==> src/sv/rsi_pkg.sv <==
// Shared types, constants and helpers for the ray against sphere intersection block.
package rsi_pkg;

	localparam int FRAC_BITS_DEF = 16;
	localparam int FIFO_DEPTH = 8;
	localparam int FIFO_PTR_W = $clog2(FIFO_DEPTH);
	localparam int FIFO_CNT_W = FIFO_PTR_W + 1;
	localparam int FRONT_STAGES = 5;
	localparam int SQRT_STEPS = 32;
	localparam int CFG_IDX_W = 3;

	localparam logic signed [65:0] S32_MAX = 66'sd2147483647;
	localparam logic signed [65:0] S32_MIN = -66'sd2147483648;

	typedef logic signed [31:0] s32_t;

	// Configuration register indexes
	typedef enum logic [CFG_IDX_W-1:0] {
		REG_CENTER_X = 3'd0,
		REG_CENTER_Y = 3'd1,
		REG_CENTER_Z = 3'd2,
		REG_RADIUS   = 3'd3,
		REG_MATERIAL = 3'd4
	} cfg_reg_t;

	// One ray as it arrives
	typedef struct packed {
		s32_t ox;
		s32_t oy;
		s32_t oz;
		s32_t dx;
		s32_t dy;
		s32_t dz;
		s32_t tlo;
		s32_t thi;
	} ray_t;

	// Classified ray handed from the front to the back
	typedef struct packed {
		ray_t        ray;
		s32_t        a;
		s32_t        b;
		logic [63:0] disc;
		logic        go;
	} fq_t;

	// Tag carried alongside the normal x division
	typedef struct packed {
		logic hit;
		s32_t t;
		s32_t px;
	} ntag_t;

	// Clamp a wide signed value to the signed 32-bit range
	function automatic s32_t sat_s32(input logic signed [65:0] v);
		s32_t r;
		if (v > S32_MAX) begin
			r = 32'sh7fffffff;
		end else if (v < S32_MIN) begin
			r = 32'sh80000000;
		end else begin
			r = v[31:0];
		end
		return r;
	endfunction

endpackage

==> src/sv/rsi_fifo.sv <==
// Short queue between the front and the back, with a registered read port.
module rsi_fifo (
	input  logic                               clk,
	input  logic                               arst_n,
	input  logic                               push,
	input  rsi_pkg::fq_t                       din,
	output logic                               vld_o,
	output rsi_pkg::fq_t                       dout,
	output logic [rsi_pkg::FIFO_CNT_W-1:0]     count
);

	rsi_pkg::fq_t mem [rsi_pkg::FIFO_DEPTH];

	logic [rsi_pkg::FIFO_PTR_W-1:0] wr_ptr_q, rd_ptr_q;
	logic [rsi_pkg::FIFO_CNT_W-1:0] cnt_q;
	logic vld_q;
	logic pop;

	// The back drains one beat every cycle while the queue is not empty
	assign pop = (cnt_q != '0);

	always_ff @(posedge clk) begin
		if (push) begin
			mem[wr_ptr_q] <= din;
		end
	end

	always_ff @(posedge clk) begin
		if (pop) begin
			dout <= mem[rd_ptr_q];
		end
	end

	// Advance pointers and occupancy
	always_ff @(posedge clk or negedge arst_n) begin
		if (!arst_n) begin
			wr_ptr_q <= '0;
			rd_ptr_q <= '0;
			cnt_q <= '0;
			vld_q <= 1'b0;
		end else begin
			if (push) begin
				wr_ptr_q <= wr_ptr_q + 1'b1;
			end
			if (pop) begin
				rd_ptr_q <= rd_ptr_q + 1'b1;
			end
			cnt_q <= cnt_q + rsi_pkg::FIFO_CNT_W'(push) - rsi_pkg::FIFO_CNT_W'(pop);
			vld_q <= pop;
		end
	end

	assign vld_o = vld_q;
	assign count = cnt_q;

endmodule

==> config.mk <==
export PLATFORM = sky130hd
export DESIGN_NAME = rsi_fifo
export DESIGN_NICKNAME = d
export VERILOG_FILES = /design/src/sv/rsi_pkg.sv /design/src/sv/rsi_fifo.sv
export SDC_FILE = /design/constraint.sdc
export NUM_CORES = 2
export LEC_CHECK = 0
export BUFFER_PORTS_ARGS = -buffer_cell sky130_fd_sc_hd__buf_2
export CORE_MARGIN = 1
export CORE_UTILIZATION = 55
export DETAILED_ROUTE_END_ITERATION = 8
export PLACE_DENSITY = 0.74
export SYNTH_ARGS = -nofsm -noshare
export SYNTH_HDL_FRONTEND = slang
export SYNTH_SLANG_ARGS = --single-unit
==> constraint.sdc <==
create_clock -name clk -period 44.7 [get_ports clk]
set_clock_uncertainty 0.2 [all_clocks]
set_input_delay 4.47 -clock clk [delete_from_list [all_inputs] [get_ports clk]]
set_output_delay 4.47 -clock clk [all_outputs]
set_load 0.05 [all_outputs]
==> reports/results.ini <==
[critical_path]
path_delay_family = buffers and inverters
crit_path_top_delay_cell = nor2_4
worstPathArrival_ns = 9.54
critPathBufInv = 6
critPathKind = input pin to register
timing.critical_path.cells = buf_2, nand2_1, nor2_4, buf_4, buf_4, buf_4, buf_4, buf_4
slowest_delay_ns = 0.81
crit_required_ns = 45.05
worst_setup_path_start_kind = input pin
end_kind = register
critical-path-top-cell-by-count = buf_4
crit_fanout = 50

[clocking]
worst_skew_pair.late_latency_ns = 0.96
cts_max_path_buffers = 4
cts.clk_slew.worst_paths_ns = 0.06
tritoncts = done
postCtsSetupRepairBufs = 0
ctsRootBufferMaster = clkbuf_16
cells_resized_by_post_cts_repair = 0
tritoncts_buffers = 353
clock_tree.htree_level_count = 5
cts_hold_fix_bufs = 0
cts.sinks = 3476

[routing]
routed-via-count = 55798
via_per_inst = 6.05
firstDrtPassIters = 7
routed_wl_um = 268000
routed_wire_length_per_instance_um = 29.0
drtAntennaViolNets = 0
route.detailed.drc = 0
drt_iter0_drc = 5667

[synthesis]
ys_seq_elements = 3476
post_synth_instance_area_um2 = 127000
muxShareOfSynthArea_pct = 17.0
largest_family_of_logic_cells_by_synthesized_area = multiplexers
synth_area_leader_cell = edfxtp_1
syn_avg_cell_area_um2 = 26.1
synthesis_warning_total = 0
synth_cells = 4889
synth_compound_area_share_pct = 0.00982
synthSimpleGateAreaFrac_pct = 0.0589
yosys-top-cells-area = edfxtp_1 (82%), mux4_2 (14%), mux2_2 (3.4%), buf_2 (0.32%), clkbuf_1 (0.31%)
postSynthNetCount = 5285
yosys.cell_types.count = 20
synthXorXnorAreaFrac_pct = 0.0413
synthAdderAreaFrac_pct = 0.0845
yosys.area.top_type_share_pct = 81.7
ys_seq_area_share_pct = 81.9

[floorplanning]
top_level_ports = 778
floorplan.die.height_um = 483
die_w_um = 483
placement_rows = 176
floorplan.initialDensity_pct = 55.4
core_area_um2 = 230000
fp.dieArea_um2 = 234000

[grt]
grt-ovfl-total = 0
gr-usage-all-layers_pct = 22.9
wire_length_of_the_first_global_routing_pass_um = 390000
grt_start_max_net_pins = 157
initial_antenna_violation_count = 144
first_global_vias = 57033

[placed_design]
io_buffers = 777
routabilityCongestion = 0.752
preCtsSetupSlack_ns = 34.44
detailedPlacementHpwl_um = 148000

[timing]
rsz0062_at_grt = no
finalMaxSlewViolations = 0
post-route-min-period_ns = 9.19
setup_viol = 0
timing.final.crit_share_pct = 20.6
setup_ws_ns = 35.51
max_freq_ghz = 0.109
tns_ns = 0
hold_viol = 0
slew-limit-headroom_pct = 17.0
worstMarginPinSlew_ns = 1.24
fin_worst_hold_slack_ns = 0.318

[flow_run]
timing.max_cap.violations = 0

[pwr]
power.ir.vdd_worst_mv = 0.0718
p_per_area_nw_per_um2 = 71.1
power_leakage_nw = 47.7

[layout]
layout-drive-gt1-share_pct = 40.8
num-fill-cells = 14446
layout.cells.most_common_list = edfxtp_1 (3465), buf_2 (777), mux4_2 (770)
layout.nets = 6290
area_delta_synth_final_pct = 14.6
utilization_pct = 63.5
final_common_cell = edfxtp_1

[outcome]
run_status = complete, no violations

[worst_hold_path]
min-delay-path-class = register to register

-- metrics by stage --
| stage | power, W | instances | cell area [um2] |
|---|---|---|---|
| 2_1_floorplan | 0.00713 | 4889 | 127000 |
| 5_1_grt | 0.0108 | 9200 | 146000 |
| 6_report | 0.0104 | 9228 | 146000 |
| 4_1_cts | 0.0105 | 9185 | 146000 |
| 3_3_place_gp | 0.00761 | 8565 | 135000 |
| 3_5_place_dp | 0.00764 | 8565 | 135000 |
-- kinds of logic (layout without fill, tap and decap cells) --
group / count (synthesis) / after routing
buffers and inverters: 224 / 1494
multiplexers: 1157 / 1157
AO/OA/AOI/OAI: 2 / 2
flip-flops: 3476 / 3476
XOR/XNOR: 6 / 6
adder cells (fa/ha/maj): 8 / 8
other: 0 / 43
AND/OR/NAND/NOR: 16 / 16
-- final cells by class --
type / count / area (um2) / share of cell area (%)
multi-input cells: 1189 / 22000 / 15.1
repair buffers: 866 / 4730 / 3.24
diodes: 43 / 108 / 0.0737
inverters: 8 / 30.0 / 0.0206
flip-flops and latches: 3476 / 104000 / 71.4
clock inverters: 188 / 1810 / 1.24
clock buffers: 432 / 9220 / 6.32
well taps: 3026 / 3790 / 2.59
-- final timing paths --
path | from | endpoint | slack [ns] | cells past startpoint
min in group asynchronous | arst_n | vld_o | 3.26 | 1
setup reg to reg | rd_ptr_q[1] | dout[227] | 38.17 | 7
hold reg to reg | wr_ptr_q[2] | wr_ptr_q[2] | 0.32 | 1
hold / removal | wr_ptr_q[2] | wr_ptr_q[2] | 0.32 | 1
setup / recovery | push | mem[5][223] | 35.51 | 8
max in group asynchronous | arst_n | rd_ptr_q[1] | 40.71 | 1
-- worst register-to-register path, stage by stage, from the launching register on --
cell     delay [ns]
dfrtp_4        0.68
buf_12         0.55
buf_4          1.23
buf_4          0.87
buf_4          0.99
buf_4          0.98
mux4_2         0.51
mux2_2         0.27
-- state kept, by name (all words and copies together), names as in the netlist --
signal	count
rd_ptr_q	3
mem	3080
dout	385
count	4
wr_ptr_q	3
vld_o	1
-- synthesized netlist by cell type --
| cell | instances |
|---|---|
| dfrtp_1 | 11 |
| buf_1 | 8 |
| ha_1 | 7 |
| nand2_1 | 4 |
| nor3_1 | 2 |
| nor2_1 | 6 |
| clkbuf_1 | 105 |
| buf_6 | 22 |
| edfxtp_1 | 3465 |
| nand2b_1 | 3 |
| buf_2 | 81 |
| xnor2_1 | 3 |
| xor2_1 | 3 |
| mux4_2 | 770 |
| mux2_2 | 387 |
| inv_1 | 8 |
| a21oi_1 | 1 |
| fa_1 | 1 |
| a21o_1 | 1 |
| or3b_2 | 1 |
-- report_power, final --
group / leakage [nW] / total (W) / switching [W] / internal (W)
Combinational: 10.1 / 0.00300 / 0.00186 / 0.00114
Sequential: 32.1 / 0.00456 / 0.000224 / 0.00434
Clock: 5.39 / 0.00283 / 0.00118 / 0.00165
-- layer usage --
metal / vias to the layer above / GRT usage [%] / wire length, um
met5: - / 0 / 836
met3: 578 / 7.08 / 25200
met4: 130 / 7.61 / 8280
met1: 29669 / 31.9 / 106000
li1: 23132 / - / -
met2: 2289 / 34.9 / 127000
Note: power is estimated with default switching activity, not from simulation.
